--- src/sv/thsf_pkg.sv ---
// ----------------------------------------------------------------------------
// thsf_pkg
// Shared types and constants of the two-hit mismatch seed filter.
// ----------------------------------------------------------------------------
package thsf_pkg;

  localparam int unsigned LetterW   = 8;
  localparam int unsigned SeedCfgW  = 6;
  localparam int unsigned MisCfgW   = 6;
  localparam int unsigned WinCfgW   = 16;
  localparam int unsigned CfgIdxW   = 2;
  localparam int unsigned CfgDataW  = 16;
  localparam int unsigned SeenW     = 6;
  localparam int unsigned GapW      = 16;
  // effective seed length holds up to 64
  localparam int unsigned KeffW     = 7;

  localparam logic [SeenW-1:0]    SeenMax = '1;
  localparam logic [GapW-1:0]     GapMax  = '1;

  // register indexes of the configuration port
  localparam logic [CfgIdxW-1:0] CfgSeedLength    = 2'd0;
  localparam logic [CfgIdxW-1:0] CfgMaxMismatches = 2'd1;
  localparam logic [CfgIdxW-1:0] CfgHitWindow     = 2'd2;

  localparam logic [SeedCfgW-1:0] SeedLengthRst    = 6'd12;
  localparam logic [MisCfgW-1:0]  MaxMismatchesRst = 6'd2;
  localparam logic [WinCfgW-1:0]  HitWindowRst     = 16'd40;

  // per-cycle control broadcast to every cell of the chain
  typedef struct packed {
    logic advance;
    logic clear;
  } cell_ctrl_t;

endpackage

--- src/sv/thsf_cell.sv ---
// ----------------------------------------------------------------------------
// thsf_cell
// One position of the mismatch history: holds a bit, takes its neighbor's
// bit on every accepted item, drops it to zero on a clear and reports it when inside the seed window.
// ----------------------------------------------------------------------------
module thsf_cell #(
  parameter int unsigned Idx = 0
) (
  input  logic                      clk_i,
  input  logic                      rst_ni,
  input  thsf_pkg::cell_ctrl_t      ctrl_i,
  input  logic [thsf_pkg::KeffW-1:0] keff_i,
  input  logic                      bit_i,
  output logic                      bit_o,
  output logic                      win_bit_o
);

  logic bit_q, bit_d;
  logic shifted;

  assign shifted   = ctrl_i.advance ? bit_i : bit_q;
  // window covers positions 0 .. k-1 after the shift
  assign win_bit_o = shifted & (thsf_pkg::KeffW'(Idx) < keff_i);
  assign bit_d     = ctrl_i.clear ? 1'b0 : shifted;
  assign bit_o     = bit_q;

  always_ff @(posedge clk_i or negedge rst_ni) begin
    if (!rst_ni) begin
      bit_q <= 1'b0;
    end else begin
      bit_q <= bit_d;
    end
  end

endmodule

--- src/sv/thsf_popcount.sv ---
// ----------------------------------------------------------------------------
// thsf_popcount
// Balanced adder tree counting the set bits of the window.
// ----------------------------------------------------------------------------
module thsf_popcount #(
  parameter int unsigned N = 32
) (
  input  logic [N-1:0]             bits_i,
  output logic [$clog2(N+1)-1:0]   count_o
);

  localparam int unsigned CW = $clog2(N + 1);
  localparam int unsigned LV = $clog2(N);
  localparam int unsigned P  = 1 << LV;

  logic [CW-1:0] node [2*P-1];

  for (genvar j = 0; j < P; j++) begin : g_leaf
    if (j < N) begin : g_bit
      assign node[P-1+j] = CW'(bits_i[j]);
    end else begin : g_pad
      assign node[P-1+j] = '0;
    end
  end

  for (genvar i = 0; i < P - 1; i++) begin : g_add
    assign node[i] = CW'(node[2*i+1] + node[2*i+2]);
  end

  assign count_o = node[0];

endmodule

--- src/sv/two_hit_mismatch_seed_filter.sv ---
// ----------------------------------------------------------------------------
// two_hit_mismatch_seed_filter
// Counts mismatches over a sliding seed window along one diagonal and flags
// two seed matches that start within the hit window of each other.
// ----------------------------------------------------------------------------
//  channel | ports                                   | moves
//  --------+-----------------------------------------+--------------------------
//  in      | in_valid_i/in_ready_o, letters, last    | one letter pair per item
//  out     | out_valid_o/out_ready_i, two_hit_found  | one flag on the last item
//  cfg     | cfg_valid_i/cfg_ready_o, index, data    | one register write
//
//  One item per cycle while in_ready_o is high; a last item's flag shows in
//  the cycle after it is taken. Cell chain shift, popcount tree and gap
//  compare are combinational between the history cells and output register.
//  Reset clears the history and counters and loads the register defaults.
//  Input is taken while the output register is empty or being drained.
// ----------------------------------------------------------------------------
module two_hit_mismatch_seed_filter #(
  parameter int unsigned MAX_SEED = 32
) (
  input  logic                            clk_i,
  input  logic                            rst_ni,
  input  logic                            in_valid_i,
  output logic                            in_ready_o,
  input  logic [thsf_pkg::LetterW-1:0]    query_letter_i,
  input  logic [thsf_pkg::LetterW-1:0]    subject_letter_i,
  input  logic                            last_item_i,
  output logic                            out_valid_o,
  input  logic                            out_ready_i,
  output logic                            two_hit_found_o,
  input  logic                            cfg_valid_i,
  output logic                            cfg_ready_o,
  input  logic [thsf_pkg::CfgIdxW-1:0]    cfg_index_i,
  input  logic [thsf_pkg::CfgDataW-1:0]   cfg_data_i
);

  localparam int unsigned CW = $clog2(MAX_SEED + 1);

  logic [thsf_pkg::SeedCfgW-1:0] seed_length_q;
  logic [thsf_pkg::MisCfgW-1:0]  max_mismatches_q;
  logic [thsf_pkg::WinCfgW-1:0]  hit_window_q;

  logic [thsf_pkg::SeenW-1:0] seen_q, seen_d;
  logic [thsf_pkg::GapW-1:0]  gap_q, gap_d;
  logic                       match_q, match_d;
  logic                       hit_q, hit_d;
  logic                       out_valid_q, out_valid_d;
  logic                       found_q, found_d;

  logic                       accept;
  thsf_pkg::cell_ctrl_t       ctrl;
  logic [thsf_pkg::KeffW-1:0] keff;
  logic [MAX_SEED-1:0]        hist;
  logic [MAX_SEED-1:0]        win_bits;
  logic [CW-1:0]              mis_count;
  logic [thsf_pkg::SeenW-1:0] seen_inc;
  logic                       win_closed;
  logic                       is_match;
  logic [thsf_pkg::GapW-1:0]  gap_inc;

  assign in_ready_o  = !out_valid_q || out_ready_i;
  assign accept      = in_valid_i && in_ready_o;
  assign cfg_ready_o = 1'b1;

  assign ctrl.advance = accept;
  assign ctrl.clear   = accept && last_item_i;

  // clamp k into 1 .. MAX_SEED
  always_comb begin
    keff = thsf_pkg::KeffW'(seed_length_q);
    if (seed_length_q == '0) begin
      keff = thsf_pkg::KeffW'(1);
    end else if (keff > thsf_pkg::KeffW'(MAX_SEED)) begin
      keff = thsf_pkg::KeffW'(MAX_SEED);
    end
  end

  for (genvar i = 0; i < MAX_SEED; i++) begin : g_cell
    logic nb_in;
    if (i == 0) begin : g_head
      assign nb_in = (query_letter_i != subject_letter_i);
    end else begin : g_body
      assign nb_in = hist[i-1];
    end
    thsf_cell #(.Idx(i)) u_cell (
      .clk_i     (clk_i),
      .rst_ni    (rst_ni),
      .ctrl_i    (ctrl),
      .keff_i    (keff),
      .bit_i     (nb_in),
      .bit_o     (hist[i]),
      .win_bit_o (win_bits[i])
    );
  end

  thsf_popcount #(.N(MAX_SEED)) u_popcount (
    .bits_i  (win_bits),
    .count_o (mis_count)
  );

  assign seen_inc   = (seen_q == thsf_pkg::SeenMax) ? seen_q : seen_q + 1'b1;
  assign win_closed = thsf_pkg::KeffW'(seen_inc) >= keff;
  assign is_match   = thsf_pkg::KeffW'(mis_count) <= thsf_pkg::KeffW'(max_mismatches_q);
  assign gap_inc    = (match_q && gap_q != thsf_pkg::GapMax) ? gap_q + 1'b1 : gap_q;

  always_comb begin
    seen_d      = seen_q;
    gap_d       = gap_q;
    match_d     = match_q;
    hit_d       = hit_q;
    out_valid_d = out_valid_q && !out_ready_i;
    found_d     = found_q;
    if (accept) begin
      seen_d = seen_inc;
      if (win_closed) begin
        gap_d = gap_inc;
        if (is_match) begin
          if (match_q && gap_inc < hit_window_q) begin
            hit_d = 1'b1;
          end
          match_d = 1'b1;
          gap_d   = '0;
        end
      end
      if (last_item_i) begin
        out_valid_d = 1'b1;
        found_d     = hit_d;
        seen_d      = '0;
        gap_d       = '0;
        match_d     = 1'b0;
        hit_d       = 1'b0;
      end
    end
  end

  always_ff @(posedge clk_i or negedge rst_ni) begin
    if (!rst_ni) begin
      seen_q      <= '0;
      gap_q       <= '0;
      match_q     <= 1'b0;
      hit_q       <= 1'b0;
      out_valid_q <= 1'b0;
      found_q     <= 1'b0;
    end else begin
      seen_q      <= seen_d;
      gap_q       <= gap_d;
      match_q     <= match_d;
      hit_q       <= hit_d;
      out_valid_q <= out_valid_d;
      found_q     <= found_d;
    end
  end

  always_ff @(posedge clk_i or negedge rst_ni) begin
    if (!rst_ni) begin
      seed_length_q    <= thsf_pkg::SeedLengthRst;
      max_mismatches_q <= thsf_pkg::MaxMismatchesRst;
      hit_window_q     <= thsf_pkg::HitWindowRst;
    end else if (cfg_valid_i) begin
      unique case (cfg_index_i)
        thsf_pkg::CfgSeedLength:
          seed_length_q <= cfg_data_i[thsf_pkg::SeedCfgW-1:0];
        thsf_pkg::CfgMaxMismatches:
          max_mismatches_q <= cfg_data_i[thsf_pkg::MisCfgW-1:0];
        thsf_pkg::CfgHitWindow:
          hit_window_q <= cfg_data_i[thsf_pkg::WinCfgW-1:0];
        default: ;
      endcase
    end
  end

  assign out_valid_o     = out_valid_q;
  assign two_hit_found_o = found_q;

endmodule

--- config.mk ---
export PLATFORM = sky130hd
export DESIGN_NAME = two_hit_mismatch_seed_filter
export DESIGN_NICKNAME = d
export VERILOG_FILES = /design/src/sv/thsf_pkg.sv /design/src/sv/thsf_cell.sv /design/src/sv/thsf_popcount.sv /design/src/sv/two_hit_mismatch_seed_filter.sv
export SDC_FILE = /design/constraint.sdc
export NUM_CORES = 1
export LEC_CHECK = 0
export BUFFER_PORTS_ARGS = -buffer_cell sky130_fd_sc_hd__buf_2
export CORE_MARGIN = 3
export CORE_UTILIZATION = 40
export DETAILED_ROUTE_END_ITERATION = 16
export GPL_ROUTABILITY_DRIVEN = 0
export PLACE_DENSITY = 0.63
export SLEW_MARGIN = 20
export SYNTH_ARGS = -nofsm -noshare
export SYNTH_HDL_FRONTEND = slang
export SYNTH_SLANG_ARGS = --single-unit
--- constraint.sdc ---
create_clock -name clk_i -period 7.3 [get_ports clk_i]
set_input_delay 1.46 -clock clk_i [delete_from_list [all_inputs] [get_ports clk_i]]
set_output_delay 1.46 -clock clk_i [all_outputs]
set_load 0.05 [all_outputs]
---- After elaboration in Yosys (flattened, before gate mapping) ----
Cells that the tools add are included.
word-level totals
  register bits ........................... 86
  bits in latches ......................... 0
  bits in writable memories ............... 0
  memory bits (read-only) ................. 0
  input port bits ......................... 40
  output and inout bits ................... 4
  word-level logic and storage cells ...... 246
  memories ................................ 0
cells by class
  add/sub/neg operators ................... 33
  multipliers ............................. 0
  divide/modulo/power cells ............... 0
  order comparisons ....................... 36
  eq/ne operators ......................... 5
  shifts and indexed selects .............. 0
  muxes and demuxes ....................... 81
  bitwise logic cells ..................... 32
  reductions and logical operators ........ 18
operator list
  operator                                                    count
  less-than comparator 5 x 7 -> 1 bit (first input constant)  16
  2-to-1 mux 1 bit                                            73
  2-to-1 mux 16 bit                                           4
  less-than comparator 4 x 7 -> 1 bit (first input constant)  8
  adder 1 x 1 -> 2 bit                                        16
  bitwise AND 1 bit                                           32
  less-than comparator 3 x 7 -> 1 bit (first input constant)  4
  adder 2 x 2 -> 3 bit                                        8
  2-to-1 mux 6 bit                                            3
  adder 16 x 1 -> 16 bit (second input constant)              1
  adder 3 x 3 -> 4 bit                                        4
  less-than comparator 16 bit                                 1
  != test 16 bit (second input constant)                      1
  less-than comparator 1 x 7 -> 1 bit (first input constant)  2
  less-than comparator 2 x 7 -> 1 bit (first input constant)  2
  adder 4 x 4 -> 5 bit                                        2
  AND reduction 2 bit                                         5
  != test 8 bit                                               1
  greater-or-equal comparator 6 x 7 -> 1 bit                  1
  2-to-1 mux 7 bit                                            1
  adder 5 x 5 -> 6 bit                                        1
  adder 6 x 1 -> 6 bit (second input constant)                1
  == test 6 bit (second input constant)                       1
  > comparator 6 bit (second input constant)                  1
  other kinds (10)                                            16

---- Depth between registers and ports, before layout ----
  depth in word-level cells ............... 14
  depth in mapped cells ................... 31
  mapped depth without buffers ............ 27

---- By module ----
Synthesis repeated with hierarchy kept, for this count alone.
unflattened totals
  cell total of the unflattened synthesis .. 676
  area, all modules ....................... 6603.8 µm²
by module, submodules not included
  module                             times used  cells each  area each (µm²)  sequential area each (µm²)
  two_hit_mismatch_seed_filter       1           365         3589.7           1357.6
  thsf_popcount                      1           121         1147.4           0.0
  thsf_cell (g_cell[0].u_cell ...)   5           6           61.3             25.0
  thsf_cell (g_cell[12].u_cell ...)  4           6           56.3             25.0
  thsf_cell (g_cell[1].u_cell ...)   3           6           60.1             25.0
  thsf_cell (g_cell[13].u_cell ...)  3           6           53.8             25.0
  thsf_cell (g_cell[14].u_cell ...)  2           6           55.1             25.0
  thsf_cell (g_cell[19].u_cell ...)  2           6           52.6             25.0
  thsf_cell (g_cell[10].u_cell)      1           7           73.8             25.0
  thsf_cell (g_cell[18].u_cell)      1           7           72.6             25.0
  thsf_cell (g_cell[20].u_cell)      1           7           66.3             25.0
  thsf_cell (g_cell[26].u_cell)      1           6           66.3             25.0
  thsf_cell (g_cell[17].u_cell)      1           7           65.1             25.0
  thsf_cell (g_cell[16].u_cell)      1           6           63.8             25.0
  +7 rows                            --          --          --               --

---- Worst setup path after synthesis ----
Ideal clock, no wire load.
  path type ............................... input -> register
  start ................................... input port out_ready_i
  end ..................................... register gap_q[11] in the netlist's numbering
  arrival ................................. 8754 ps
  setup slack ............................. -1575 ps
  stages on the path ...................... 31
  buffers on the path ..................... 4
  cell sequence ........................... nand2b_1 nand2_1 clkbuf_1 clkbuf_1 nand2_1 a22o_1 fa_1 inv_1 fa_1 inv_1 fa_1 inv_1 fa_1 fa_1 fa_1 ha_1 inv_1 fa_1 inv_1 a21o_1 a21oi_1 xnor2_1 ha_1 nand3_1 a21oi_1 a2111oi_2 or2_1 clkbuf_1 nor2_1 clkbuf_1 a22o_1
on the way
  cells in the longest elaborated chain, start to end .. 13
  elaborated cells between the ends (all ways) .. 102
  those cells by class .................... add/sub: 31; order compare: 1; mux: 35; bitwise: 32; reduce/logical: 3
ends and longest elaborated chain
  what                   RTL line                             source
  start, declared        two_hit_mismatch_seed_filter.sv:29   input logic out_ready_i,
  logical OR 1 bit (*)   two_hit_mismatch_seed_filter.sv:61   assign in_ready_o = !out_valid_q || out_ready_i;
  logical AND 1 bit (*)  two_hit_mismatch_seed_filter.sv:62   assign accept = in_valid_i && in_ready_o;
  2-to-1 mux 1 bit       thsf_cell.sv:21                      assign shifted = ctrl_i.advance ? bit_i : bit_q;
  bitwise AND 1 bit      thsf_cell.sv:23                      assign win_bit_o = shifted & (thsf_pkg::KeffW'(Idx) < keff_i);
  adder 1 x 1 -> 2 bit   thsf_popcount.sv:27                  assign node[i] = CW'(node[2*i+1] + node[2*i+2]);
  adder 2 x 2 -> 3 bit   thsf_popcount.sv:27
  adder 3 x 3 -> 4 bit   thsf_popcount.sv:27
  adder 4 x 4 -> 5 bit   thsf_popcount.sv:27
  adder 5 x 5 -> 6 bit   thsf_popcount.sv:27
  <= comparator 6 bit    two_hit_mismatch_seed_filter.sv:103  assign is_match = thsf_pkg::KeffW'(mis_count) <= thsf_pkg::KeffW'(max_mismatches_q);
  2-to-1 mux 16 bit      two_hit_mismatch_seed_filter.sv:117  if (is_match) begin
  2-to-1 mux 16 bit      two_hit_mismatch_seed_filter.sv:115  if (win_closed) begin
  2-to-1 mux 16 bit      two_hit_mismatch_seed_filter.sv:125  if (last_item_i) begin
  end signal, assigned   two_hit_mismatch_seed_filter.sv:146  gap_q <= gap_d;
  end, declared          two_hit_mismatch_seed_filter.sv:44   logic [thsf_pkg::GapW-1:0] gap_q, gap_d;
Every way passes the cells marked *; elsewhere a longest branch is shown, timed or not. The select of a mux whose other input is x is not followed.
A chain may end at the register's enable or synchronous reset.

---- Worst setup path in the final report ----
  start ................................... input port out_ready_i
  end ..................................... register gap_q[15] in the netlist's numbering
The elaborated chain is that of the path after synthesis.

==> results.md <==
* Routed len/inst at 16.4 µm
* Worst min path class: reg2reg
* Clock Path Buffers at 2
* Synthesis Warnings at 0
* Distinct cells, synth at 57
* Simple-gate share of the synthesized area at 0.179
* Largest net degree at the start of global routing at 46
* Mapped Nets at 751
* Nets at 841
* Vias per Instance at 5.52
* Hold-fix buffers, CTS at 0
* Sw frac at 0.335
* Htree depth at 3
* Top area cells in the synthesized netlist: dfrtp_1, nand2_1, fa_1, ha_1, mux2_2
* Pint at 926 µW
* Compound-Gate Fraction of Synth Area at 0.149
* Crit path kind: in2reg
* Pwr Density at 190 nW/µm²
* Critical Path End Type: register
* Mapped Area at 6000 µm²
* Max-cap violations at 0
* CTS tree: yes
* Largest family of logic cells by synthesized area: simple AND/OR/NAND/NOR gates
* Synthesized area per cell at 9.22 µm²
* Outcome: finished, violations left
* Final clock skew at 0.00704 ns
* First-pass GRT wire length at 25.1 mm
* Final WS setup at -0.428 ns
* Worst-margin pin slew at 1.06 ns
* Startpoint Class: primary input
* Final setup vio count at 19
* Skew-Pair Late Insertion Delay at 0.35 ns
* Combinational power share at 0.275
* Asr flop ratio synth at 1.00
* Final Critical Period at 7.73 ns
* Die area at 16,500 µm²
* Root Driver: clkbuf_16
* Hold violation total from the final report at 0
* Switching power at 466 µW
* Layout cell share with drive strength beyond 1 at 0.260
* # port buffers at 42
* Gr usage total at 0.191
* DR DRC count at 0
* Primary FF master, synth: dfrtp_1
* Xor/xnor cell area share of the yosys netlist at 0.0365
* Routed WL at 15.3 mm
* Gate Count Post-Synth at 651
* Final Util at 0.502
* Post-synthesis mux area share at 0.0609
* Initial antenna violation count at 0
* Post-Synth Adder-Cell Area at 0.155
* Vias in the first global route at 5,164
* Die height at 128 µm
* Core ar. at 14,600 µm²
* Critical Path AT at 8.01 ns
* Hpwl dp at 11.5 mm
* Footprint of the multi-input gates at 3640 µm²
* Synth Register Bits at 86
* Reg2reg path depth at 25
* Clock sink total at 86
* Clock Power Share at 0.324
* Failing checks: setup timing
* Routed via count at 5,133
* Overflow after GRT at 0
* Syn-to-layout area delta at 22.0%
* Max Slew Vio Count at 0
* EDFF count, synth at 0
* Register area share after synthesis at 0.360
* Clk slew on worst S/H paths at 0.07 ns
* TritonCTS buffer count at 9
* Top-Level Pins at 44
* Share of power burned in registers at 0.401
* Worst Hold Depth at 1
* Die X at 128 µm
* Most frequent cells after synthesis: nand2_1, dfrtp_1, inv_1
* Design Area, Final at 7320 µm²
* CP Max Fanout at 7
* # diodes at 0
* Lkg Pwr at 0.00362 µW
* Count leader, synth: nand2_1
* Yosys top cell by area: dfrtp_1
* Synth top area share at 0.338
* Peak VDD IR at 0.133 mV
* Drt pass-1 iters at 5
* Required @ worst endpoint at 7.58 ns
* Worst slew margin at 0.291
* Starting Density at 0.411
* Register area at 2160 µm²
* Antenna-violating nets left at 0
* Fillers at 1,337
* Cell area after placement at 6790 µm²
* RSZ-0062 raised after global routing: yes
* Period Utilization, post-route at 1.06
* FMAX at 129 MHz
* Row cnt at 44
* Iter 0 DRT Violations at 367
logic make-up after synthesis:
logic type,Yosys count
simple gates,232
xor+xnor,25
mux,33
flops,86
buf+inv,89
compound gates,125
other cells,1
fa+ha+maj,60
registers in the layout, summed over array words and instances, names as in the netlist:
name,cells
g_cell.u_cell.bit_o,32
gap_q,16
hit_window_q,16
max_mismatches_q,6
seed_length_q,6
seen_q,6
hit_q,1
match_q,1
out_valid_o,1
two_hit_found_o,1
worst max-delay path, cell delays in order:
cell and delay, ns:
buf_6 0.09, nand2b_4 0.17, nand2_4 0.14, buf_4 0.17, mux2i_1 0.08, a211o_1 0.25
fa_1 0.50, fa_1 0.50, inv_1 0.05, fa_1 0.48, fa_1 0.58, fa_1 0.43
fa_1 0.50, ha_2 0.18, inv_2 0.04, fa_2 0.36, inv_2 0.05, a21o_1 0.11
a21oi_2 0.05, xnor2_1 0.13, ha_1 0.32, nand3_2 0.11, a21oi_2 0.16, a2111oi_4 0.08
or2_4 0.30, buf_6 0.13, or4_1 0.49, o21ai_1 0.09
what timing repair did:
| item | CTS | global route |
|---|---|---|
| resized for setup | 17 | 15 |
| cloned | 0 | 3 |
| setup endpoints to repair | 19 | 19 |
| setup buffers | 5 | 5 |
| pin swaps | 8 | 14 |
final cells by class:
class	instances	share of cell area
Multi-Input combinational cell	477	0.497
Sequential cell	86	0.295
Timing Repair Buffer	104	0.106
Inverter	63	0.0323
Tap cell	184	0.0315
Clock buffer	9	0.0308
Clock inverter	7	0.00769
power by group through the flow:
stage          Clock [µW]  Combinational [µW]  Sequential [µW]
2_1_floorplan           0                 223              556
3_3_place_gp            0                 335              565
4_1_cts               463                 365              558
6_report              451                 383              559
5_1_grt               488                 424              564
3_5_place_dp            0                 347              567
layer usage:
metal | global-route usage | up-vias | wire length [µm]
li1 | - | 2420 | -
met2 | 0.312 | 154 | 7330
met1 | 0.251 | 2533 | 6710
met5 | 0 | - | 0
met3 | 0.0465 | 26 | 892
met4 | 0.0593 | 0 | 337
placed cells by master (no fill, tap or decap), types with 6 or more instances in the layout:
| master | netlist | layout |
|---|---|---|
| nand4_1 | 6 | 6 |
| nand2_1 | 137 | 129 |
| xor2_1 | 14 | 14 |
| xnor2_1 | 11 | 11 |
| buf_6 | 2 | 7 |
| buf_4 | 1 | 52 |
| nor2_1 | 25 | 21 |
| inv_1 | 62 | 59 |
| ha_1 | 36 | 35 |
| clkbuf_16 | 0 | 11 |
| nand3_1 | 11 | 10 |
| buf_2 | 2 | 40 |
| a21o_1 | 17 | 17 |
| dfrtp_1 | 81 | 81 |
| a21oi_2 | 0 | 7 |
| a221o_1 | 7 | 7 |
| a21oi_1 | 29 | 22 |
| o21bai_1 | 7 | 7 |
| nand2b_1 | 8 | 6 |
| fa_1 | 24 | 23 |
| o21ai_0 | 10 | 10 |
| a22o_1 | 25 | 25 |
| nor4_1 | 7 | 7 |
| nor3_1 | 13 | 13 |
| mux2_2 | 28 | 28 |
stage by stage:
step | setup WS (ns) | hold WS [ns] | instances | power (µW) | setup TNS, ns
after floorplan | -0.570 | 0.468 | 651 | 779 | -9.05
after global placement | -0.813 | 0.479 | 901 | 900 | -14.47
after detailed placement | -0.881 | 0.494 | 901 | 914 | -15.19
after CTS | -0.409 | 0.509 | 922 | 1390 | -6.34
after global routing | -0.654 | 0.519 | 930 | 1480 | -10.60
final | -0.428 | 0.508 | 930 | 1390 | -5.90
path summary, 6_finish.rpt:
check	slack (ns)	start	to
hold reg to reg	0.51	hit_window_q[6]$_DFFE_PN0P_	hit_window_q[6]$_DFFE_PN0P_
setup reg to reg	0.17	seed_length_q[2]$_DFFE_PN1P_	gap_q[15]$_DFFE_PN0P_
hold / removal	0.51	hit_window_q[6]$_DFFE_PN0P_	hit_window_q[6]$_DFFE_PN0P_
max in group asynchronous	5.23	rst_ni	g_cell[11].u_cell.bit_o$_DFF_PN0_
setup / recovery	-0.43	out_ready_i	gap_q[15]$_DFFE_PN0P_
min in group asynchronous	1.08	rst_ni	gap_q[12]$_DFFE_PN0P_
No activity file was read; power rests on OpenSTA's default activity.
